### src/rtl/mtg_pkg.sv
package mtg_pkg;

  localparam int unsigned MT_WORDS     = 624;
  localparam int unsigned MT_SHIFT     = 397;
  localparam int unsigned IDX_W        = $clog2(MT_WORDS);
  localparam int unsigned TOK_DEPTH    = 4;
  localparam int unsigned TOK_CNT_W    = $clog2(TOK_DEPTH + 1);

  localparam logic [31:0] MT_UPPER       = 32'h8000_0000;
  localparam logic [31:0] MT_LOWER       = 32'h7FFF_FFFF;
  localparam logic [31:0] MT_MATRIX      = 32'h9908_B0DF;
  localparam logic [31:0] MT_TEMPER_B    = 32'h9D2C_5680;
  localparam logic [31:0] MT_TEMPER_C    = 32'hEFC6_0000;
  localparam logic [31:0] MT_INIT_MULT   = 32'd1812433253;
  localparam logic [31:0] MT_DEFAULT_SEED = 32'd5489;

  localparam logic [IDX_W-1:0] LAST_IDX = IDX_W'(MT_WORDS - 1);
  localparam logic [IDX_W:0]   WORDS_EXT = (IDX_W + 1)'(MT_WORDS);

  typedef logic [IDX_W-1:0]     idx_t;
  typedef logic [TOK_CNT_W-1:0] tok_cnt_t;

  // state-array write request from the seeding sequencer
  typedef struct packed {
    logic        busy;
    logic        we;
    idx_t        addr;
    logic [31:0] data;
  } fill_t;

  // circular index add; base + off always stays below twice the array size
  function automatic idx_t wrap_add(input idx_t base, input logic [IDX_W-1:0] off);
    logic [IDX_W:0] sum;
    sum = {1'b0, base} + {1'b0, off};
    if (sum >= WORDS_EXT) begin
      sum = sum - WORDS_EXT;
    end
    return sum[IDX_W-1:0];
  endfunction

  function automatic logic [31:0] temper(input logic [31:0] x_in);
    logic [31:0] x;
    x = x_in;
    x = x ^ (x >> 11);
    x = x ^ ((x << 7) & MT_TEMPER_B);
    x = x ^ ((x << 15) & MT_TEMPER_C);
    x = x ^ (x >> 18);
    return x;
  endfunction

endpackage

### src/rtl/mtg_seed.sv
module mtg_seed import mtg_pkg::*; (
  input  logic        clk,
  input  logic        rst_n,
  input  logic        cfg_tvalid,
  output logic        cfg_tready,
  input  logic [31:0] cfg_tdata,   // [31:0] seed_value
  output fill_t       fill
);

  logic [31:0] seed_r;
  logic [31:0] prev_r;
  idx_t        cnt_r;
  logic        busy_r;
  logic [31:0] mixed;
  logic [31:0] prod;
  logic [31:0] wdata;

  assign cfg_tready = 1'b1;

  assign mixed = prev_r ^ (prev_r >> 30);
  assign prod  = MT_INIT_MULT * mixed;
  assign wdata = (cnt_r == '0) ? seed_r : prod + {{(32-IDX_W){1'b0}}, cnt_r};

  assign fill.busy = busy_r;
  assign fill.we   = busy_r;
  assign fill.addr = cnt_r;
  assign fill.data = wdata;

  always_ff @(posedge clk) begin
    if (!rst_n) begin
      seed_r <= MT_DEFAULT_SEED;
      busy_r <= 1'b1;
      cnt_r  <= '0;
    end else if (cfg_tvalid) begin
      seed_r <= cfg_tdata;
      busy_r <= 1'b1;
      cnt_r  <= '0;
    end else if (busy_r) begin
      if (cnt_r == LAST_IDX) begin
        busy_r <= 1'b0;
      end else begin
        cnt_r <= cnt_r + idx_t'(1);
      end
    end
  end

  always_ff @(posedge clk) begin
    if (busy_r) begin
      prev_r <= wdata;
    end
  end

endmodule

### config.mk
export PLATFORM = sky130hd
export DESIGN_NAME = mtg_seed
export DESIGN_NICKNAME = d
export VERILOG_FILES = /design/src/rtl/mtg_pkg.sv /design/src/rtl/mtg_seed.sv
export SDC_FILE = /design/constraint.sdc
export NUM_CORES = 1
export LEC_CHECK = 0
export CORE_UTILIZATION = 50
export CTS_CLUSTER_DIAMETER = 50
export DETAILED_ROUTE_END_ITERATION = 10
export DONT_BUFFER_PORTS = 1
export GPL_ROUTABILITY_DRIVEN = 0
export MAX_ROUTING_LAYER = met4
export SYNTH_ARGS = -nofsm -noshare
export SYNTH_HDL_FRONTEND = slang
export SYNTH_SLANG_ARGS = --single-unit
### constraint.sdc
create_clock -name clk -period 7.8 [get_ports clk]
set_input_delay 0.78 -clock clk [delete_from_list [all_inputs] [get_ports clk]]
set_output_delay 0.78 -clock clk [all_outputs]
set_load 0.03 [all_outputs]
# Word level (Yosys, flattened, before mapping)
# Cells that the tools add are included.
dict set report word_totals {
  in_bits 35
  register_bits 75
  out_inout_bits 45
}
dict set report classes {
  eq_ne 1
  n_mux 3
  mul 1
  addsub 2
  reduce_logical 3
  bitwise 3
}
# cell count
set ops {}
lappend ops {{adder 32 x 10 -> 32 bit} 1}
lappend ops {{multiplier 31 x 32 -> 32 bit, first input constant} 1}
lappend ops {{two-way mux 32 bit} 1}
lappend ops {{bitwise XOR 32 x 2 -> 32 bit} 1}
lappend ops {{adder 10 x 1 -> 10 bit, second input constant} 1}
lappend ops {{== test 10 bit, second input constant} 1}
lappend ops {{zero test 10 bit} 1}
lappend ops {{two-way mux 1 bit} 2}
lappend ops {{NOT 1 bit} 2}
lappend ops {{AND reduction 2 bit} 1}
lappend ops {{OR reduction 2 bit} 1}

# Longest topological paths before layout
# Gate-level depths: netlist of the first run.
dict set report depth {
  depth_word 4
  mapped_depth 26
  ltp_nobuf 25
}

# Least setup slack after synthesis of the first run
# OpenSTA, ideal clock, no wires.
dict set report synth_timing {
  kind {register -> output}
  startpoint {reg prev_r[31]}
  endpoint {out fill[28] in the netlist's numbering}
  path_stages_with_launch 26
  t_arrival_ns 6.629
  n_path_buf 0
  slack_ns 0.391
  path_cell_list {edfxtp_1 > xor2_1 > inv_1 > xnor2_1 > ha_1 > or2_2 > ha_1 > inv_1 > fa_1 > inv_1 > ha_1 > fa_1 > fa_1 > fa_1 > inv_1 > fa_1 > inv_1 > ha_1 > o21ai_1 > o21ai_1 > a221oi_2 > nor2_1 > a221oi_2 > o21ai_1 > xnor2_1 > o21ai_1}
}
# element line
set synth_rtl {}
lappend synth_rtl {{start: declaration} mtg_seed.sv:11} ;# logic [31:0] prev_r;
lappend synth_rtl {{start signal: assignment} mtg_seed.sv:49} ;# prev_r <= wdata;
lappend synth_rtl {{end: declaration} mtg_seed.sv:7} ;# output fill_t fill

==> results of run 1 <==
[kinds of logic (layout without fill, tap and decap cells)]
kind of cell / Yosys count / in the layout / share of synthesized area
buf+inv: 293 / 341 / 0.09830
compound gates: 103 / 103 / 0.05999
mux: 35 / 35 / 0.03076
simple gates: 159 / 159 / 0.06951
flops: 75 / 75 / 0.1594
xor+xnor: 68 / 68 / 0.05211
fa+ha+maj: 392 / 392 / 0.5296
other cells: 1 / 1 / 0.0003281
[metal layers]
layer	up-vias	global-route usage	share of wire
met5	-	-	0
met4	0	0.07407	0.024
met3	36	0.04820	0.060
met2	206	0.4207	0.45
met1	3689	0.3719	0.47
li1	3685	-	-
[cells in the final DEF (no fill, tap or decap), types with 32 or more instances in the layout]
cell type / instances
xnor2_1: 50
buf_4: 55
ha_1: 231
edfxtp_1: 32
nand2_1: 48
nor2_1: 45
inv_1: 267
mux2i_1: 34
fa_1: 152
dfxtp_1: 42
[critical path, cell delays in order, from the launching register on]
cell,delay (ns)
edfxtp_1,0.48
xor2_2,0.21
buf_4,0.19
and2_1,0.18
or2_2,0.29
ha_1,0.27
inv_1,0.04
fa_1,0.47
inv_1,0.04
ha_1,0.19
fa_1,0.53
fa_2,0.45
fa_1,0.48
inv_1,0.05
fa_1,0.51
inv_2,0.06
ha_4,0.26
o21ai_2,0.20
nor2_1,0.07
o21ai_1,0.10
o211ai_1,0.16
o2111ai_2,0.25
a311oi_2,0.15
buf_4,0.15
o2111a_1,0.22
or3b_4,0.44
[cell usage after synthesis, types with 5 or more instances]
library cell / n
o21ai_0: 16
clkbuf_1: 14
ha_1: 239
nand2_1: 48
mux2i_1: 34
fa_1: 153
xnor2_1: 51
a211oi_2: 5
nand3_1: 10
o21ai_1: 12
o211ai_1: 5
nor2b_1: 26
nand4_1: 6
xor2_1: 17
edfxtp_1: 32
dfxtp_1: 43
a211oi_1: 6
nor2_1: 45
a21oi_1: 35
inv_1: 269
[timing repair]
item / in CTS / in global routing
cloned: 0 / 0
buffers inserted: 2 / 12
hold buffers: 0 / 0
gates resized for setup: 1 / 30
endpoints found under the setup margin: 2 / 10
pin swaps: 0 / 16
[flip-flops by register name (all words and copies together) (netlist names)]
name    flops
seed_r     32
cnt_r      10
prev_r     32
busy_r      1
[stage by stage]
stage,util,cells,worst slack [ns]
finish,0.5664,1454,0.2275
global route,0.5664,1454,-0.02813
CTS,0.5563,1442,0.004333
detailed placement,0.5422,1424,0.3661
global placement,0.5422,1424,0.4263
floorplan,-,1126,0.3912
[how the worst min path moves through the flow]
stage / start / to / slack (ns) / cells past startpoint
after floorplan: seed_r[0]$_SDFFE_PN1P_ / seed_r[0]$_SDFFE_PN1P_ / 0.44 / 2
after global placement: seed_r[0]$_SDFFE_PN1P_ / seed_r[0]$_SDFFE_PN1P_ / 0.45 / 2
after detailed placement: seed_r[4]$_SDFFE_PN1P_ / seed_r[4]$_SDFFE_PN1P_ / 0.46 / 2
after CTS: seed_r[4]$_SDFFE_PN1P_ / seed_r[4]$_SDFFE_PN1P_ / 0.47 / 2
after global routing: rst_n / seed_r[10]$_SDFFE_PN1P_ / 0.50 / 1
final: seed_r[4]$_SDFFE_PN1P_ / seed_r[4]$_SDFFE_PN1P_ / 0.47 / 2
[area by class of cell]
| type | instances | share of cell area |
|---|---|---|
| Sequential cell | 75 | 0.1457 |
| Timing Repair Buffer | 55 | 0.03300 |
| Inverter | 270 | 0.08099 |
| Clock buffer | 9 | 0.01800 |
| Tap cell | 280 | 0.02800 |
| Multi-Input combinational cell | 758 | 0.6889 |
| Clock inverter | 7 | 0.005399 |
==> flow_summary.ini, run 1 <==
[synthesis]
ys_types = 56
async_reset_ff_frac = 0
yosysWarnings = 0
syn_area_um2 = 11430
yosysTopAreaCell = fa_1
ys_seq_elements = 75
synth_seq_area_share = 0.1594
synth.top_cell.area_share = 0.2680
ys_top_cells_by_area = fa_1 27%, ha_1 26%, inv_1 8.8%
syn-num-nets = 1553
postSynthAreaPerCell_um2 = 10.15
synth_ff_type = dfxtp_1
syn_inst = 1126
synth_edf_count = 32

[sta]
period_share = 0.9708
timing.hold.ws_ns = 0.4741
skew_ns = 0.01200
slew_headroom = 0.2269
finalHoldViolCount = 0
period_minus_slack_ns = 7.572
tightest_slew_ns = 1.150
setup_viol = 0
rsz0062_at_grt = true
slew_violations = 0
tns_ns = 0
fmax_mhz = 132.1

[floorplanning]
ios = 80
rows = 54
die_h_um = 153.2
fp.coreArea_um2 = 22090
chipWidth_um = 153.2
dieArea_um2 = 23470
start_util = 0.5173

[detailed_routing]
ant_nets = 0
viasPerCell = 5.238
wire_per_inst_um = 19.90
via_count = 7616
drc = 0
wirelength_mm = 28.94
drtIter0Drc = 325
first_pass_iters = 7

[hold_path]
hold_path.class = register to register

[critical_path]
critPathMaxFanout = 4
critPathKind = register to output pin
cp-start-kind = register
r2r_cells = 25
reg2reg_to = prev_r[31]$_DFFE_PP_
cp_data_required_time_ns = 7.02
endpoint = fill[31]
crit_start = prev_r[30]$_DFFE_PP_
reg2reg_slack_ns = 1.07
worstSetupEndpointType = output pin
worstPathArrival_ns = 6.79
reg2reg_from = prev_r[30]$_DFFE_PP_

[placed_design]
dpl_cell_area_um2 = 11980
hpwl_mm = 24.15
port_buffers = 0

[global_routing]
grt_usage = 0.2738
grt_pass1_vias = 8216
antenna_found_initial = 0
grt_pass1_wl_mm = 46.44
grt_max_degree = 36
overflow = 0

[layout]
antenna_cells = 0
drive_above_1_share = 0.09796
syn_to_final_growth_pct = 9.480
layout.area.seq_um2 = 1823
multi_input_area_um2 = 8621
nFillCells = 1952
fin_area_um2 = 12510
layout.nets = 1596

[status]
run_status = complete, no violations

[flow_run]
cap_violations = 0

[clock_tree]
cts_tree = done
cts_sinks = 75
htreeDepth = 3
clk_latency_ns = 0.35
clk_pin_slew_ns = 0.06
cts_buffer_depth = 2
numCtsBuffers = 9
clockRootBuffer = clkbuf_16
Power of run 1 is left out: the tool's default activity adds up to more than one toggle a clock period on the data nets, which glitch-free logic cannot reach.
==> run 2, diff against run 1 <==
- MAX_ROUTING_LAYER: met4 -> not set
==> run 2 against run 1 <==
- clock skew is 0.0019 ns higher
- global-route usage down 0.82 points
- die area unchanged
- fmax about the same
- cell count unchanged
- cell area is the same
- sequential share of layout area unchanged
- register-to-register slack about the same
- via count shrank 0.17%
- first-iteration DRC count decreased by 0.92%
- worst hold slack improved by 0.00061 ns
- routed wire length barely moved
- critical path type unchanged
- largest cell class unchanged
==> flow_summary.ini, run 2 (synthesized netlist as in run 1, its figures left out) <==
[status]
run_status = complete, no violations

[detailed_routing]
drc = 0
via_count = 7603
met3_length_mm = 1.684
viasPerCell = 5.229
wirelength_mm = 28.96
wire_per_inst_um = 19.92
first_pass_iters = 4
routed-wl-met2_mm = 13.07
drtIter0Drc = 322
ant_nets = 0
highest_layer = met4
drt-met1-wl_mm = 13.56

[layout]
layout_common_cells = 267 x inv_1, 231 x ha_1, 152 x fa_1
drive_above_1_share = 0.09796
layout.nets = 1596
instances_no_fill = 1454
syn_to_final_growth_pct = 9.480
antenna_cells = 0
top_regs = prev_r: 32 flops, seed_r: 32 flops, cnt_r: 10 flops
multi_input_area_um2 = 8621
layout_commonest_cell = inv_1
nFillCells = 1952
layout.area.seq_um2 = 1823

[clock_tree]
hold_buffers = 0
htreeDepth = 3
cts_buffer_depth = 2
clockRootBuffer = clkbuf_16
cts_sinks = 75
cts_tree = done
clk_latency_ns = 0.35
clk_pin_slew_ns = 0.07
numCtsBuffers = 9

[floorplanning]
ios = 80
fp.coreArea_um2 = 22090
rows = 54
die_h_um = 153.2
chipWidth_um = 153.2
start_util = 0.5173
dieArea_um2 = 23470

[hold_path]
hold_depth = 2
hold_path.class = register to register
holdCritStartpoint = seed_r[4]$_SDFFE_PN1P_
hold_path_end = seed_r[4]$_SDFFE_PN1P_

[global_routing]
grt_pass1_vias = 8210
grt_pass1_wl_mm = 46.49
grt_usage = 0.2656
grt_max_degree = 36
antenna_found_initial = 0
overflow = 0

[sta]
skew_ns = 0.01393
finalHoldViolCount = 0
setup_viol = 0
rsz0062_at_grt = true
period_minus_slack_ns = 7.577
period_share = 0.9714
slew_violations = 0
slew_headroom = 0.1990
fin_ws_ns = 0.2233
fmax_mhz = 132.0
tightest_slew_ns = 1.189

[critical_path]
reg2reg_to = prev_r[31]$_DFFE_PP_
worstSetupEndpointType = output pin
cp-start-kind = register
worstPathArrival_ns = 6.80
cp_data_required_time_ns = 7.02
reg2reg_slack_ns = 1.06
critPathMaxFanout = 6
r2r_cells = 21
reg2reg_from = prev_r[17]$_DFFE_PP_
crit_start = prev_r[17]$_DFFE_PP_
critPathKind = register to output pin

[placed_design]
preCtsSetupSlack_ns = 0.3661
hpwl_mm = 24.15
dpl.cell_count = 1424
port_buffers = 0

[flow_run]
cap_violations = 0
==> run 2: cell counts in the layout (fill, tap and decap cells not counted) <==
No cell type changed its count.
==> run 2: metal layers <==
layer / GRT usage / up-vias
met5: 0 / -
met1: 0.3706 / 3692
met3: 0.05103 / 30
met2: 0.4201 / 198
li1: - / 3683
met4: 0.07407 / 0
==> run 2: area by class of cell <==
cell class,count,area share
well taps,280,0.02800
clock inverters,7,0.005399
clock buffers,9,0.01800
flip-flops and latches,75,0.1457
inverters,270,0.08099
repair buffers,55,0.03300
multi-input cells,758,0.6889
==> run 2: repair_timing <==
item,CTS,global route
gates resized for setup,1,30
setup buffers,2,12
setup endpoints to repair,2,10
pin swaps,0,16
==> run 2: worst max-delay path by stage <==
stage	depth (start not counted)	endpoint	slack [ns]
after floorplan	25	fill[28]	0.39
after global placement	20	fill[26]	0.43
after detailed placement	20	fill[26]	0.37
after CTS	21	fill[31]	0.004
after global routing	25	fill[31]	-0.03
final	21	fill[31]	0.22
==> run 2: stage by stage <==
stage	util	hold WS, ns	area (um^2)	TNS, ns
CTS	0.5563	0.4732	12290	0
global route	0.5664	0.4954	12510	-0.04272
floorplan	-	0.4414	11430	0
global placement	0.5422	0.4535	11980	0
finish	0.5664	0.4747	12510	0
detailed placement	0.5422	0.4564	11980	0
==> run 2: critical path, stage by stage (launching register included) <==
cell       delay, ns
edfxtp_1        0.51
ha_1            0.35
ha_1            0.35
fa_1            0.51
inv_1           0.05
fa_1            0.47
inv_1           0.05
fa_1            0.48
fa_1            0.52
fa_1            0.50
inv_1           0.07
fa_1            0.49
inv_1           0.07
ha_4            0.30
nand2_1         0.09
nor2_4          0.15
nand3_2         0.11
nor4_4          0.27
o2111ai_2       0.19
a311oi_2        0.36
nor3_1          0.07
or3b_4          0.47
Power of run 2 is left out for the same reason.
==> run 3, diff against run 2 <==
- clock period: 7.8 -> 8.1 ns (I/O delays scaled with it)
==> run 3 against run 2 <==
- worst setup slack improved by 0.058 ns
- utilization fell by 1.0 points
- die area is the same
- first-iteration DRC count is 13% higher
- sequential share of layout area grew 0.26 points
- routed wire length fell by 2.3%
- global-route usage decreased by 0.34 points
- critical endpoint is now fill[23]
- largest cell class unchanged
==> flow_summary.ini, run 3 (synthesized netlist as in run 1, its figures left out) <==
[layout]
nFillCells = 1965
utilization = 0.5563
top_regs = prev_r: 32 flops, seed_r: 32 flops, cnt_r: 10 flops
layout_common_cells = 269 x inv_1, 238 x ha_1, 153 x fa_1
drive_above_1_share = 0.06822
syn_to_final_growth_pct = 7.531
layout.nets = 1580
antenna_cells = 0
layout_commonest_cell = inv_1

[sta]
fmax_mhz = 127.9
setup_viol = 0
period_share = 0.9652
tns_ns = 0
slew_headroom = 0.2037
rsz0062_at_grt = false
skew_ns = 0.01527
slew_violations = 0
tightest_slew_ns = 1.184
period_minus_slack_ns = 7.818
finalHoldViolCount = 0

[placed_design]
port_buffers = 0
hpwl_mm = 24.07

[clock_tree]
cts_sinks = 75
clk_latency_ns = 0.35
clockRootBuffer = clkbuf_16
hold_buffers = 0
cts_tree = done
numCtsBuffers = 9
htreeDepth = 3
cts_buffer_depth = 2
clk_pin_slew_ns = 0.06

[detailed_routing]
via_count = 7551
first_pass_iters = 4
drtIter0Drc = 363
drc = 0
wirelength_mm = 28.30
viasPerCell = 5.251
wire_per_inst_um = 19.68
ant_nets = 0

[floorplanning]
ios = 80
fp.coreArea_um2 = 22090
die_h_um = 153.2
chipWidth_um = 153.2
start_util = 0.5173
rows = 54
dieArea_um2 = 23470

[critical_path]
worstSetupEndpointType = output pin
cp-start-kind = register
cp_data_required_time_ns = 7.29
worstPathArrival_ns = 7.01
critPathKind = register to output pin
critPathMaxFanout = 10

[global_routing]
grt_usage = 0.2622
grt_max_degree = 36
overflow = 0
grt_pass1_vias = 8196
grt_pass1_wl_mm = 45.93
antenna_found_initial = 0

[flow_run]
cap_violations = 0

[hold_path]
hold_path.class = register to register

[status]
run_status = complete, no violations
run 3: changes by cell type in the layout (fill, tap and decap cells not counted), moves of 3 or more:
cell / previous run / this run
ha_2: 4 / 1
a21oi_2: 5 / 2
buf_4: 55 / 38
ha_4: 4 / 0
a21oi_1: 31 / 34
ha_1: 231 / 238
run 3: area by class of cell:
cell class / instances / area (um^2) / share of cell area
Clock buffer: 10 / 229.0 / 0.01863
Clock inverter: 6 / 72.57 / 0.005905
Inverter: 270 / 1013 / 0.08246
Multi-Input combinational cell: 758 / 8497 / 0.6913
Sequential cell: 75 / 1823 / 0.1483
Tap cell: 280 / 350.3 / 0.02850
Timing Repair Buffer: 39 / 305.3 / 0.02484
run 3: path summary, 6_finish.rpt:
check	from	end	slack, ns	depth (start not counted)
setup / recovery	prev_r[6]$_DFFE_PP_	fill[23]	0.28	20
hold / removal	seed_r[4]$_SDFFE_PN1P_	seed_r[4]$_SDFFE_PN1P_	0.48	2
setup reg to reg	prev_r[11]$_DFFE_PP_	prev_r[30]$_DFFE_PP_	1.06	23
hold reg to reg	seed_r[4]$_SDFFE_PN1P_	seed_r[4]$_SDFFE_PN1P_	0.48	2
run 3: repair_timing:
item                       4_1_cts  5_1_grt
setup endpoints to repair        0        6
resized for setup                0        4
setup buffers                    0        6
run 3: metal layers:
metal,global-route usage,part of all wire,up-vias
met3,0.06748,0.077,42
met4,0.07985,0.026,0
met5,0,0,-
met2,0.4077,0.44,239
li1,-,-,3659
met1,0.3583,0.46,3611
run 3: stage by stage:
step | cells | setup slack (ns) | cell area (um^2) | hold WS, ns
2_1_floorplan | 1126 | 0.6612 | 11430 | 0.4414
3_3_place_gp | 1416 | 0.5841 | 11920 | 0.4545
3_5_place_dp | 1416 | 0.5640 | 11920 | 0.4633
4_1_cts | 1432 | 0.1240 | 12220 | 0.4786
5_1_grt | 1438 | 0.01946 | 12290 | 0.4997
6_report | 1438 | 0.2817 | 12290 | 0.4780
run 3: worst max-delay path: stages (launching register included):
cell	delay, ns
edfxtp_1	0.84
ha_1	0.36
ha_1	0.27
inv_1	0.05
fa_1	0.50
inv_1	0.05
fa_1	0.45
ha_1	0.29
ha_1	0.29
fa_1	0.49
inv_1	0.05
fa_1	0.48
inv_1	0.05
ha_1	0.35
nand2_1	0.10
or3_4	0.41
o31ai_2	0.40
nand4_1	0.17
a31oi_1	0.27
xnor2_1	0.14
a21oi_1	0.65
Power of run 3 is left out for the same reason.
