### src/rtl/mtg_pkg.sv
package mtg_pkg;

  localparam int unsigned MT_WORDS     = 624;
  localparam int unsigned MT_SHIFT     = 397;
  localparam int unsigned IDX_W        = $clog2(MT_WORDS);
  localparam int unsigned TOK_DEPTH    = 4;
  localparam int unsigned TOK_CNT_W    = $clog2(TOK_DEPTH + 1);

  localparam logic [31:0] MT_UPPER       = 32'h8000_0000;
  localparam logic [31:0] MT_LOWER       = 32'h7FFF_FFFF;
  localparam logic [31:0] MT_MATRIX      = 32'h9908_B0DF;
  localparam logic [31:0] MT_TEMPER_B    = 32'h9D2C_5680;
  localparam logic [31:0] MT_TEMPER_C    = 32'hEFC6_0000;
  localparam logic [31:0] MT_INIT_MULT   = 32'd1812433253;
  localparam logic [31:0] MT_DEFAULT_SEED = 32'd5489;

  localparam logic [IDX_W-1:0] LAST_IDX = IDX_W'(MT_WORDS - 1);
  localparam logic [IDX_W:0]   WORDS_EXT = (IDX_W + 1)'(MT_WORDS);

  typedef logic [IDX_W-1:0]     idx_t;
  typedef logic [TOK_CNT_W-1:0] tok_cnt_t;

  // state-array write request from the seeding sequencer
  typedef struct packed {
    logic        busy;
    logic        we;
    idx_t        addr;
    logic [31:0] data;
  } fill_t;

  // circular index add; base + off always stays below twice the array size
  function automatic idx_t wrap_add(input idx_t base, input logic [IDX_W-1:0] off);
    logic [IDX_W:0] sum;
    sum = {1'b0, base} + {1'b0, off};
    if (sum >= WORDS_EXT) begin
      sum = sum - WORDS_EXT;
    end
    return sum[IDX_W-1:0];
  endfunction

  function automatic logic [31:0] temper(input logic [31:0] x_in);
    logic [31:0] x;
    x = x_in;
    x = x ^ (x >> 11);
    x = x ^ ((x << 7) & MT_TEMPER_B);
    x = x ^ ((x << 15) & MT_TEMPER_C);
    x = x ^ (x >> 18);
    return x;
  endfunction

endpackage

### src/rtl/mtg_front.sv
module mtg_front import mtg_pkg::*; (
  input  logic       clk,
  input  logic       rst_n,
  input  logic       in_tvalid,
  output logic       in_tready,
  input  logic [7:0] in_tdata,   // [0] draw
  input  logic       tok_pop,
  output logic       tok_avail
);

  tok_cnt_t cnt_r, cnt_nxt;
  logic     push;

  assign in_tready = (cnt_r != tok_cnt_t'(TOK_DEPTH));
  // a word with draw clear is taken and dropped
  assign push      = in_tvalid && in_tready && in_tdata[0];
  assign tok_avail = (cnt_r != '0);

  always_comb begin
    cnt_nxt = cnt_r;
    if (push && !tok_pop) begin
      cnt_nxt = cnt_r + tok_cnt_t'(1);
    end else if (!push && tok_pop) begin
      cnt_nxt = cnt_r - tok_cnt_t'(1);
    end
  end

  always_ff @(posedge clk) begin
    if (!rst_n) begin
      cnt_r <= '0;
    end else begin
      cnt_r <= cnt_nxt;
    end
  end

endmodule

### config.mk
export PLATFORM = sky130hd
export DESIGN_NAME = mtg_front
export DESIGN_NICKNAME = d
export VERILOG_FILES = /design/src/rtl/mtg_pkg.sv /design/src/rtl/mtg_front.sv
export SDC_FILE = /design/constraint.sdc
export NUM_CORES = 1
export LEC_CHECK = 0
export ABC_AREA = 1
export BUFFER_PORTS_ARGS = -buffer_cell sky130_fd_sc_hd__buf_2
export CORE_AREA = 2 2 39 41
export CTS_CLUSTER_DIAMETER = 120
export DETAILED_ROUTE_END_ITERATION = 10
export DIE_AREA = 0 0 41 43
export PLACE_DENSITY_LB_ADDON = 0.1
export SLEW_MARGIN = 20
export SYNTH_ARGS = -nofsm -noshare
export SYNTH_HDL_FRONTEND = slang
export SYNTH_SLANG_ARGS = --single-unit
### constraint.sdc
create_clock -name clk -period 2.6 [get_ports clk]
set_input_delay 0.26 -clock clk [delete_from_list [all_inputs] [get_ports clk]]
set_output_delay 0.26 -clock clk [all_outputs]
set_load 0.02 [all_outputs]
After elaboration in Yosys (flattened, before gate mapping)
Cells that the tools add are included.

operators by class
  div/mod/pow operators = 0
  multiplexer cells = 2
  reductions and logical operators = 8
  shifts and indexed selects = 0
  equal/unequal tests = 1
  bitwise operators = 0
  order comparisons = 0
  multipliers = 0
  add/sub/neg operators = 2

operators by type and width
  cell                                                                count
  3-bit two-way mux                                                   2
  1-bit logical AND                                                   4
  3-bit by 1-bit adder with 3-bit output, second input constant       1
  3-bit inequality test, second input constant                        1
  3-bit nonzero test                                                  1
  3-bit by 1-bit subtractor with 3-bit output, second input constant  1
  1-bit logical NOT                                                   2
  2-bit nonzero test                                                  1

word-level totals
  bits in writable memories = 0
  ROM bits = 0
  latch bits = 0
  register bits after elaboration = 3
  memories = 0

Longest topological paths before layout
Gate-level depths: netlist of run 1.

  depth after elaboration = 7
  mapped depth = 12
  mapped depth without buffers = 12

Least setup slack after synthesis of run 1
Ideal clock, no wire load.

  path kind = flip-flop to flip-flop
  start point = register cnt_r[0]
  end point = register cnt_r[1]
  library setup time = 0.116 ns
  arrival = 1.444 ns
  path buffers = 0
  cell stages (with the launch flop) = 8
  slack = 1.040 ns
  path through = dfxtp_1 nor3_1 nor2_1 ha_1 inv_2 fa_1 o21ai_0 nor2_1

between the ends
  elaborated cells between the ends (all ways) = 11
  classes of those cells = add/sub (2); eq/ne (1); mux (2); reduce/logical (6)

RTL lines
  element                                                                                              line             source
  start, declared                                                                                      mtg_front.sv:11  tok_cnt_t cnt_r, cnt_nxt;
  start signal, assigned                                                                               mtg_front.sv:32  cnt_r <= cnt_nxt;
  parallel branches: the longest is 4 deep, another holds 3-bit by 1-bit subtractor with 3-bit output  n/a
  3-bit two-way mux *                                                                                  mtg_front.sv:21  if (push && !tok_pop) begin
  named net cnt_nxt[1]                                                                                 mtg_front.sv:11

Mark *: on every way through the listed nets, which the timed path passes. The select of a mux whose other input is x is not followed.
A chain may end at the register's enable or synchronous reset.

Final worst setup path of run 1
Ends and elaborated chain as after synthesis.

==> results of run 1 <==
==> layout make-up <==
| class | count | area, um2 | share of cell area, % |
|---|---|---|---|
| Clock buffer | 4 | 26.3 | 9.59 |
| Inverter | 8 | 30.0 | 11.0 |
| Multi-Input combinational cell | 19 | 108 | 39.3 |
| Sequential cell | 3 | 60.1 | 21.9 |
| Tap cell | 16 | 20.0 | 7.31 |
| Timing Repair Buffer | 6 | 30.0 | 11.0 |
==> path summary, 6_finish.rpt <==
kind | from | endpoint | slack, ps | cells after the start
hold reg to reg | cnt_r[0]$_SDFFE_PN0P_ | cnt_r[0]$_SDFFE_PN0P_ | 540 | 2
setup reg to reg | cnt_r[0]$_SDFFE_PN0P_ | cnt_r[1]$_SDFFE_PN0P_ | 920 | 7
setup / recovery | cnt_r[0]$_SDFFE_PN0P_ | cnt_r[1]$_SDFFE_PN0P_ | 920 | 7
hold / removal | rst_n | cnt_r[2]$_SDFFE_PN0P_ | 270 | 3
==> cells in the final DEF (no fill, tap or decap) <==
cell type,count
sky130_fd_sc_hd__clkbuf_4,3
sky130_fd_sc_hd__clkbuf_1,1
sky130_fd_sc_hd__nand3_1,1
sky130_fd_sc_hd__o21ai_0,2
sky130_fd_sc_hd__fa_1,1
sky130_fd_sc_hd__a21oi_1,1
sky130_fd_sc_hd__nor3_1,1
sky130_fd_sc_hd__ha_1,1
sky130_fd_sc_hd__nand4_1,1
sky130_fd_sc_hd__inv_1,7
sky130_fd_sc_hd__dfxtp_1,3
sky130_fd_sc_hd__buf_2,6
sky130_fd_sc_hd__nand2_2,1
sky130_fd_sc_hd__nand2_1,5
sky130_fd_sc_hd__inv_2,1
sky130_fd_sc_hd__nor2_1,5
==> worst min-delay path, delay by kind of cell <==
family	cells	cell delay [ps]
AND/OR/NAND/NOR	2	90
buffers and inverters	1	110
==> cell families after synthesis <==
group	share of synthesized area, %
adders and majority gates	16.5
and+or+nand+nor	30.4
DFF	30.4
AOI/OAI and AO/OA	7.59
buffers and inverters	15.2
==> routing by layer <==
layer / routed length [um] / GRT usage, % / vias up
met5: 0 / 0 / -
met4: 14 / 8.00 / 0
met3: 19 / 3.14 / 2
met2: 218 / 10.0 / 4
met1: 169 / 5.79 / 83
li1: - / - / 110
==> power by group <==
part,switching [mW],internal (mW),leakage (nW)
sequential,0.00770,0.0539,0.0250
combinational,0.0358,0.0244,0.102
clock,0.0251,0.0576,0.0150
total,0.0686,0.136,0.142
==> results.rst, run 1 <==
.. list-table::
   :header-rows: 1

   * - Metric
     - Value
   * - EDFF count, synth
     - 0
   * - Cell count after synthesis
     - 30
   * - Fraction of layout instances using a drive strength above 1
     - between 20 and 30%
   * - Cell chosen for the clock root
     - sky130_fd_sc_hd__clkbuf_4
   * - Post-cts resize count
     - 0
   * - Prevailing post-synth register cell
     - sky130_fd_sc_hd__dfxtp_1
   * - Category of the worst setup path launch point
     - flip-flop
   * - Via count of the first global-routing pass
     - 194
   * - Drt drc
     - 0
   * - Post-Syn Area per Cell
     - 6.59 um2
   * - Finished Layout Cells
     - 56
   * - Number of max-capacitance violations reported
     - 0
   * - Critical path data required time
     - 2730 ps
   * - Number of optimization iterations in the first detailed-route pass
     - 3
   * - Synth area leader
     - sky130_fd_sc_hd__dfxtp_1
   * - Filler cell count
     - 158
   * - Peak supply drop
     - 0.000176 V
   * - Area of the mapped netlist
     - 198 um2
   * - Average wire per standard cell
     - 7.54 um
   * - Kind of path behind the tightest hold check
     - input pin to flip-flop
   * - Worst Slack Setup Final
     - 916 ps
   * - Synth cell count leaders
     - 7 x sky130_fd_sc_hd__inv_1, 5 x sky130_fd_sc_hd__nand2_1, 5 x sky130_fd_sc_hd__nor2_1
   * - Register containing the most flip-flops in the final layout
     - cnt_r
   * - Final core occ
     - 19.8%
   * - Ports
     - 14
   * - Number of antenna repair diodes
     - 0
   * - Total number of H-tree levels
     - 1
   * - Most used cell along the critical path
     - sky130_fd_sc_hd__nor2_1
   * - Final-report setup violation count
     - 0
   * - Largest net degree at the start of global routing
     - 5
   * - Post-synthesis sequential area ratio
     - 30.4%
   * - Power Density
     - 746 nW/um2
   * - Count of nets left with antenna violations after detail routing
     - 0
   * - Number of flip-flops in the largest register
     - 3
   * - Count of vias placed by the detailed router
     - 199
   * - Width of the die
     - 41 um
   * - Grt total ovfl
     - 0
   * - Number of flip-flops and latches in the synthesized netlist
     - 3
   * - Mean number of vias per cell
     - 3.55
   * - Slowest-stage cell, CP
     - sky130_fd_sc_hd__fa_1
   * - Cell area after layout
     - 274 um2
   * - Clock latency reported for the late side of the worst-skew pair
     - 230 ps
   * - Net count of the mapped netlist
     - 44
   * - Dpl ws
     - between 900 and 1000 ps
   * - Final setup TNS
     - 0 ps
   * - Clk buf depth
     - 2
   * - Number of instances in the placed design
     - 52
   * - Minimum hold slack
     - 274 ps
   * - Proportion of synthesized flip-flops having asynchronous set or reset
     - 0%
   * - Reg clk slew, reported paths
     - around 40 ps
   * - Largest cells by area after synthesis
     - sky130_fd_sc_hd__dfxtp_1 30%, sky130_fd_sc_hd__inv_1 13%, sky130_fd_sc_hd__fa_1 10%
   * - Number of I/O port buffers
     - 6
   * - Number of CTS-inserted buffers
     - 3
   * - Detailed Place HPWL
     - 351 um
   * - Category of the worst setup path capture point
     - flip-flop
   * - Highest clock frequency the design can meet
     - 0.594 GHz
   * - Outcome
     - complete, no violations
   * - Weighted congestion reported at the end of routability-driven placement
     - 0.677
   * - Initial antenna violation count
     - 0
   * - Final Skew
     - 4.15 ps
   * - Worst EP arrival
     - 1810 ps
   * - Die area
     - about 1800 um2
   * - Worst-path fanout max
     - 4
   * - Max-slew headroom
     - 85.4%
   * - Transition time at the pin with the least slew margin
     - 217 ps
   * - Delay-heaviest family, CP
     - adder cells
   * - Share of the synthesized area in the top cell type
     - 30.4%
   * - Core region area
     - 1380 um2
   * - Post-cts hold buffer count
     - 0
   * - Post-DP Area
     - 248 um2
   * - Total buffers and inverters traversed by the critical path
     - 1
   * - Die Y
     - 43 um
   * - Worst stage delay on the critical path
     - 420 ps
   * - Final Max Slew Viols
     - 0
   * - Regs by FF count
     - cnt_r (3)
   * - Leakage power total
     - ~0.14 nW
   * - Setup repair after global routing missed its margin
     - false
   * - Final count of hold timing violations
     - 0
   * - Layout Nets
     - 55
   * - Postcts setup bufs
     - 0
   * - Synthesis Warnings
     - 0
   * - Unique masters post-synth
     - 13
   * - Global Route Usage Sum
     - 6.83%
   * - Area delta synth->final
     - 38.6%
   * - Kind of critical path
     - flip-flop to flip-flop
   * - Most common cell in the synthesized netlist
     - sky130_fd_sc_hd__inv_1
   * - Total design power
     - between 0.2 and 0.25 mW
   * - TritonCTS clock tree
     - yes
   * - Number of rows in the core area
     - 14
   * - Number of clock sinks
     - 3
   * - Total Wirelength
     - 422 um
   * - First-pass GRT wire length
     - roughly 700 um
   * - Cells traversed along the worst timing path
     - nor3_1 -> nor2_1 -> ha_1 -> inv_2 -> fa_1 -> o21ai_0 -> nor2_1
   * - First-iteration detailed-routing DRC count
     - 3
   * - Final critical-path share of the clock period
     - around two thirds
   * - Time the worst path needs with I/O delays and setup
     - between 1500 and 2000 ps
   * - Initial cell density of the core
     - 14.3%
(Power assumes the default switching activity.)
==> inputs of run 2 (changes only) <==
==> constraint.sdc (replaced) <==
create_clock -name clk -period 1.3 [get_ports clk]
set_input_delay 0.13 -clock clk [delete_from_list [all_inputs] [get_ports clk]]
set_output_delay 0.13 -clock clk [all_outputs]
set_load 0.02 [all_outputs]
==> results.rst, run 2 (synthesis gave the netlist of run 1 again) <==
.. list-table::
   :header-rows: 1

   * - Metric
     - Value
   * - Outcome
     - complete, but fails checks
   * - Failing checks
     - setup timing
   * - Area delta synth->final
     - 75.3%
   * - Number of instances in the placed design
     - 56 (+7.7%)
   * - First-pass GRT wire length
     - 855 um (+22%)
   * - Detailed Place HPWL
     - 399 um (+14%)
   * - Max-slew headroom
     - 90.5% (+5.1 points)
   * - Mean number of vias per cell
     - 3.59 (+0.95%)
   * - Die area
     - 1760 um2 (unchanged)
   * - Switching power total
     - 0.147 mW (+110%)
   * - Worst Slack Setup Final
     - -228 ps (-1140 ps)
   * - Most used cell along the critical path
     - sky130_fd_sc_hd__nor2_1
   * - Peak supply drop
     - 0.000431 V (+150%)
   * - Clock power frac
     - 35.0% (-5.4 points)
   * - TritonCTS clock tree
     - yes
   * - Core region area
     - 1380 um2 (unchanged)
   * - Time the worst path needs with I/O delays and setup
     - 1530 ps (-157 ps)
   * - Worst stage delay on the critical path
     - 430 ps (about the same)
   * - Fraction of layout instances using a drive strength above 1
     - 53.2% (+26 points)
   * - Via count of the first global-routing pass
     - 202 (+4.1%)
   * - Final Skew
     - 0.195 ps (-3.95 ps)
   * - Total Wirelength
     - 470 um (+11%)
   * - Highest clock frequency the design can meet
     - 0.655 GHz (+10%)
   * - Number of flip-flops in the largest register
     - 3 (unchanged)
   * - Transition time at the pin with the least slew margin
     - 140 ps (-77.0 ps)
   * - Reg-to-reg startpoint
     - cnt_r[0]$_SDFFE_PN0P_
   * - Filler cell count
     - 171 (+8.2%)
   * - Int Power
     - 0.306 mW (+130%)
   * - Dpl ws
     - -244 ps (-1150 ps)
   * - Hold path start
     - rst_n
   * - Worst-path fanout max
     - 2 (-2)
   * - Beginning of the critical path
     - cnt_r[0]$_SDFFE_PN0P_
   * - First-iteration detailed-routing DRC count
     - 0 (-3)
   * - Final critical-path share of the clock period
     - 118% (+53 points)
   * - Register containing the most flip-flops in the final layout
     - cnt_r
   * - Category of the worst setup path launch point
     - flip-flop
   * - Weighted congestion reported at the end of routability-driven placement
     - 0.718 (+6.1%)
   * - Number of max-capacitance violations reported
     - 0 (unchanged)
   * - Worst EP arrival
     - 1650 ps (-160 ps)
   * - Die Y
     - 43 um (unchanged)
   * - Critical path data required time
     - 1420 ps (-1310 ps)
   * - Combinational cell fraction of total power
     - 37.6% (+8.1 points)
   * - Share of total power consumed by net switching
     - 32.4% (-1.1 points)
   * - Count of vias placed by the detailed router
     - 226 (+14%)
   * - Number of I/O port buffers
     - 6 (unchanged)
   * - Drt drc
     - 0 (unchanged)
   * - Regs by FF count
     - cnt_r (3)
   * - Number of clock sinks
     - 3 (unchanged)
   * - Number of CTS-inserted buffers
     - 3 (unchanged)
   * - Total buffers and inverters traversed by the critical path
     - 1 (unchanged)
   * - Number of antenna repair diodes
     - 0 (unchanged)
   * - Initial cell density of the core
     - 14.3% (unchanged)
   * - Final Max Slew Viols
     - 0 (unchanged)
   * - Initial antenna violation count
     - 0 (unchanged)
   * - Layout Nets
     - 62 (+13%)
   * - Category of the worst setup path capture point
     - flip-flop
   * - Sequential cell fraction of total power
     - 27.4% (-2.7 points)
   * - Width of the die
     - 41 um (unchanged)
   * - Final count of hold timing violations
     - 0 (unchanged)
   * - Post-cts hold buffer count
     - 0 (unchanged)
   * - Power Density
     - 1310 nW/um2 (+75%)
   * - Leading cell type in the layout, fill and taps excluded
     - sky130_fd_sc_hd__buf_4
   * - Average wire per standard cell
     - 7.46 um (-1.0%)
   * - Global Route Usage Sum
     - 7.85% (+1.0 points)
   * - Number of optimization iterations in the first detailed-route pass
     - 1 (-2)
   * - Count of nets left with antenna violations after detail routing
     - 0 (unchanged)
   * - Reg clk slew, reported paths
     - 30 ps (about the same)
   * - Kind of path behind the tightest hold check
     - input pin to flip-flop
   * - Cells traversed along the worst timing path
     - nor3_4 -> nor2_1 -> ha_2 -> inv_2 -> fa_2 -> o21ai_1 -> nor2_1
   * - Delay-heaviest family, CP
     - adder cells
   * - Clk buf depth
     - 2 (unchanged)
   * - Setup repair after global routing missed its margin
     - true
   * - Slowest-stage cell, CP
     - sky130_fd_sc_hd__fa_2
   * - Finished Layout Cells
     - 63 (+13%)
   * - Total number of H-tree levels
     - 1 (unchanged)
   * - Commonest non-fill, non-tap cells in the layout
     - 7 x sky130_fd_sc_hd__buf_4, 6 x sky130_fd_sc_hd__inv_1, 6 x sky130_fd_sc_hd__buf_2
   * - Clock latency reported for the late side of the worst-skew pair
     - 230 ps (about the same)
   * - Number of rows in the core area
     - 14 (unchanged)
   * - Largest net degree at the start of global routing
     - 5 (unchanged)
   * - Kind of critical path
     - flip-flop to flip-flop
   * - Ports
     - 14 (unchanged)
   * - Final-report setup violation count
     - 2 (+2)
   * - Grt total ovfl
     - 0 (unchanged)
   * - Cell chosen for the clock root
     - sky130_fd_sc_hd__clkbuf_4
   * - Leakage power total
     - 0.174 nW (+23%)
## run 2: cell count changes in the layout (fill, tap and decap cells not counted), sizes merged
cell	change
buf	+7
## run 2: layer usage
metal	up-vias	share of wire, %	track usage [%]
met5	-	0	0
met4	0	0	8.00
met3	0	4.3	3.14
met2	4	49	9.38
met1	97	47	9.71
li1	125	-	-
## run 2: layout make-up
cell class,count,area (um2),area share (%)
Multi-Input combinational cell,19,124,35.7
Tap cell,16,20.0,5.78
Inverter,8,30.0,8.66
Clock buffer,4,26.3,7.58
Timing Repair Buffer,13,82.6,23.8
Sequential cell,3,63.8,18.4
## run 2: power by group through the flow
stage | logic (mW) | clock network, mW | registers [mW]
finish | 0.170 | 0.159 | 0.124
global placement | 0.162 | 0 | 0.122
CTS | 0.167 | 0.170 | 0.121
global route | 0.191 | 0.180 | 0.126
detailed placement | 0.162 | 0 | 0.121
floorplan | 0.0936 | 0 | 0.127
## run 2: repair_timing
action,4_1_cts,5_1_grt
endpoints found under the hold margin,0,0
buffers inserted,2,1
resized for setup,1,1
setup endpoints to repair,2,3
pin swaps,1,0
## run 2: worst min-delay path, delay by kind of cell
kind	cells	cell delay [ps]
buffers and inverters	1	120
and+or+nand+nor	2	90
## run 2: path summary, 6_finish.rpt
kind / cells after the start / slack [ps] / end
setup reg to reg: 7 / -230 / cnt_r[1]$_SDFFE_PN0P_
hold / removal: 3 / 150 / cnt_r[2]$_SDFFE_PN0P_
hold reg to reg: 3 / 540 / cnt_r[2]$_SDFFE_PN0P_
setup / recovery: 7 / -230 / cnt_r[1]$_SDFFE_PN0P_
## run 2: per-stage QoR
step	cell area (um2)	hold slack, ps	util, %	TNS, ps	power, mW
after CTS	333	134	24.1	-464	0.458
after global placement	290	382	21.0	-419	0.284
final	347	146	25.0	-442	0.453
after global routing	347	138	25.0	-653	0.497
after floorplan	210	251	-	-319	0.220
after detailed placement	290	389	21.0	-466	0.283
==> inputs of run 3 (changes only) <==
--- a/config.mk
+++ b/config.mk
@@ -12,6 +12,7 @@
 export DETAILED_ROUTE_END_ITERATION = 10
 export DIE_AREA = 0 0 41 43
 export PLACE_DENSITY_LB_ADDON = 0.1
+export REMOVE_ABC_BUFFERS = 1
 export SLEW_MARGIN = 20
 export SYNTH_ARGS = -nofsm -noshare
 export SYNTH_HDL_FRONTEND = slang
==> results.rst, run 3 (synthesis gave the netlist of run 1 again) <==
.. list-table::
   :header-rows: 1

   * - Metric
     - Value
   * - Share of total power consumed by net switching
     - 33.0% (+0.57 points)
   * - TritonCTS clock tree
     - yes
   * - Clock power frac
     - 35.2% (+0.2 points)
   * - Finished Layout Cells
     - 65 (+3.2%)
   * - Number of CTS-inserted buffers
     - 3 (unchanged)
   * - Outcome
     - complete, but fails checks
   * - Worst-path fanout max
     - 2 (unchanged)
   * - Global Route Usage Sum
     - 8.03% (+0.19 points)
   * - Die area
     - 1760 um2 (unchanged)
   * - Dpl ws
     - -373 ps (-129 ps)
   * - Number of antenna repair diodes
     - 0 (unchanged)
   * - Largest net degree at the start of global routing
     - 5 (unchanged)
   * - Number of rows in the core area
     - 14 (unchanged)
   * - Switching power total
     - 0.158 mW (+8.0%)
   * - Layout Nets
     - 64 (+3.2%)
   * - Highest clock frequency the design can meet
     - 0.664 GHz (+1.4%)
   * - Filler cell count
     - 160 (-6.4%)
   * - Sequential cell fraction of total power
     - 24.6% (-2.8 points)
   * - Sequential Area
     - 61.3 um2 (-3.9%)
   * - Total number of H-tree levels
     - 1 (unchanged)
   * - Fraction of layout instances using a drive strength above 1
     - 55.1% (+1.9 points)
   * - Leakage power total
     - 0.189 nW (+8.4%)
   * - Total Wirelength
     - 507 um (+7.9%)
   * - Regs by FF count
     - cnt_r (3)
   * - Category of the worst setup path launch point
     - flip-flop
   * - Number of clock sinks
     - 3 (unchanged)
   * - Int Power
     - 0.322 mW (+5.2%)
   * - Peak supply drop
     - 0.000414 V (-3.8%)
   * - Transition time at the pin with the least slew margin
     - 151 ps (+10.2 ps)
   * - Mean number of vias per cell
     - 3.65 (+1.6%)
   * - Commonest non-fill, non-tap cells in the layout
     - 10 x sky130_fd_sc_hd__buf_4, 5 x sky130_fd_sc_hd__nor2_1, 5 x sky130_fd_sc_hd__inv_1, 5 x sky130_fd_sc_hd__buf_2, 4 x sky130_fd_sc_hd__nand2_1
   * - Clk buf depth
     - 2 (unchanged)
   * - Kind of critical path
     - flip-flop to flip-flop
   * - Failing checks
     - setup timing
   * - Number of optimization iterations in the first detailed-route pass
     - 1 (unchanged)
   * - Clock latency reported for the late side of the worst-skew pair
     - 240 ps (about the same)
   * - Drt drc
     - 0 (unchanged)
   * - Register containing the most flip-flops in the final layout
     - cnt_r
   * - First-iteration detailed-routing DRC count
     - 0 (unchanged)
   * - Grt total ovfl
     - 0 (unchanged)
   * - Core region area
     - 1380 um2 (unchanged)
   * - Combinational cell fraction of total power
     - 40.2% (+2.6 points)
   * - Via count of the first global-routing pass
     - 196 (-3.0%)
   * - Final critical-path share of the clock period
     - 116% (-1.6 points)
   * - Initial cell density of the core
     - 14.3% (unchanged)
   * - Number of flip-flops in the largest register
     - 3 (unchanged)
   * - Detailed Place HPWL
     - 350 um (-12%)
   * - Kind of path behind the tightest hold check
     - input pin to flip-flop
   * - Number of I/O port buffers
     - 6 (unchanged)
   * - Post-cts hold buffer count
     - 0 (unchanged)
   * - Number of max-capacitance violations reported
     - 0 (unchanged)
   * - Ports
     - 14 (unchanged)
   * - Width of the die
     - 41 um (unchanged)
   * - Count of vias placed by the detailed router
     - 237 (+4.9%)
   * - Time the worst path needs with I/O delays and setup
     - 1510 ps (-21.4 ps)
   * - Count of nets left with antenna violations after detail routing
     - 0 (unchanged)
   * - Category of the worst setup path capture point
     - flip-flop
   * - Area delta synth->final
     - 81.0%
   * - Area taken by multi-input logic gates
     - 120 um2 (-3.0%)
   * - Critical path data required time
     - 1430 ps (about the same)
   * - Initial antenna violation count
     - 0 (unchanged)
   * - Setup repair after global routing missed its margin
     - true
   * - First-pass GRT wire length
     - 814 um (-4.8%)
   * - Die Y
     - 43 um (unchanged)
   * - Final count of hold timing violations
     - 0 (unchanged)
   * - Final-report setup violation count
     - 3 (+1)
   * - Final Skew
     - 6.96 ps (+6.77 ps)
   * - Worst EP arrival
     - 1640 ps (about the same)
   * - Reg clk slew, reported paths
     - 40 ps (about the same)
   * - Max-slew headroom
     - 89.9% (-0.64 points)
   * - Final Max Slew Viols
     - 0 (unchanged)
   * - Leading cell type in the layout, fill and taps excluded
     - sky130_fd_sc_hd__buf_4
   * - Worst Slack Setup Final
     - -206 ps (+21.4 ps)
   * - Number of instances in the placed design
     - 55 (-1.8%)
   * - Weighted congestion reported at the end of routability-driven placement
     - 0.695 (-3.2%)
   * - Power Density
     - 1340 nW/um2 (+2.7%)
   * - Cell chosen for the clock root
     - sky130_fd_sc_hd__clkbuf_4
   * - Average wire per standard cell
     - 7.80 um (+4.6%)
-- run 3: cell count changes in the layout (fill, tap and decap cells not counted), sizes merged --
cell / change
buf: +2
-- run 3: stage by stage --
step	TNS, ps	hold slack [ps]	util (%)	total power [mW]	instance area (um2)
final	-509	130	25.9	0.480	358
after global routing	-827	122	25.9	0.532	358
after CTS	-543	121	25.7	0.487	355
after detailed placement	-671	383	19.5	0.266	270
after global placement	-744	393	19.5	0.270	270
after floorplan	-489	251	-	0.208	198
-- run 3: path summary, 6_finish.rpt --
check / startpoint / endpoint / slack (ps) / depth (start not counted)
max: cnt_r[0]$_SDFFE_PN0P_ / cnt_r[1]$_SDFFE_PN0P_ / -210 / 7
min: rst_n / cnt_r[2]$_SDFFE_PN0P_ / 130 / 3
max reg2reg: cnt_r[0]$_SDFFE_PN0P_ / cnt_r[1]$_SDFFE_PN0P_ / -210 / 7
min reg2reg: cnt_r[2]$_SDFFE_PN0P_ / cnt_r[2]$_SDFFE_PN0P_ / 550 / 3
-- run 3: power groups by stage --
| stage | Sequential (mW) | Clock, mW | Combinational, mW |
|---|---|---|---|
| floorplan | 0.121 | 0 | 0.0873 |
| global placement | 0.117 | 0 | 0.153 |
| detailed placement | 0.116 | 0 | 0.150 |
| CTS | 0.118 | 0.181 | 0.188 |
| global route | 0.120 | 0.196 | 0.217 |
| finish | 0.118 | 0.169 | 0.193 |
-- run 3: final cells by class --
cell class              count  share of cell area (%)
multi-input cells          19                    33.6
repair buffers             15                    28.0
flip-flops and latches      3                    17.1
inverters                   8                    8.39
clock buffers               4                    7.34
well taps                  16                    5.59
-- run 3: critical path: stages, from the launching register on --
cell and delay (ps):
sky130_fd_sc_hd__dfxtp_1 300, sky130_fd_sc_hd__nor3_2 190, sky130_fd_sc_hd__nor2_1 60, sky130_fd_sc_hd__ha_2 180, sky130_fd_sc_hd__inv_2 60, sky130_fd_sc_hd__fa_2 430
sky130_fd_sc_hd__o21ai_1 130, sky130_fd_sc_hd__nor2_1 50
-- run 3: metal layers --
layer / global-route usage, % / wire, um / share of wire (%)
met2: 10.9 / 306 / 60
met4: 8.00 / 0 / 0
met1: 6.75 / 180 / 36
met5: 0 / 0 / 0
met3: 6.28 / 20 / 3.9
-- run 3: what timing repair did --
action | 4_1_cts | 5_1_grt
gates resized for setup | 7 | 2
pin swaps | 4 | 1
endpoints found under the hold margin | 0 | 0
setup buffers | 6 | 0
endpoints found under the setup margin | 3 | 3
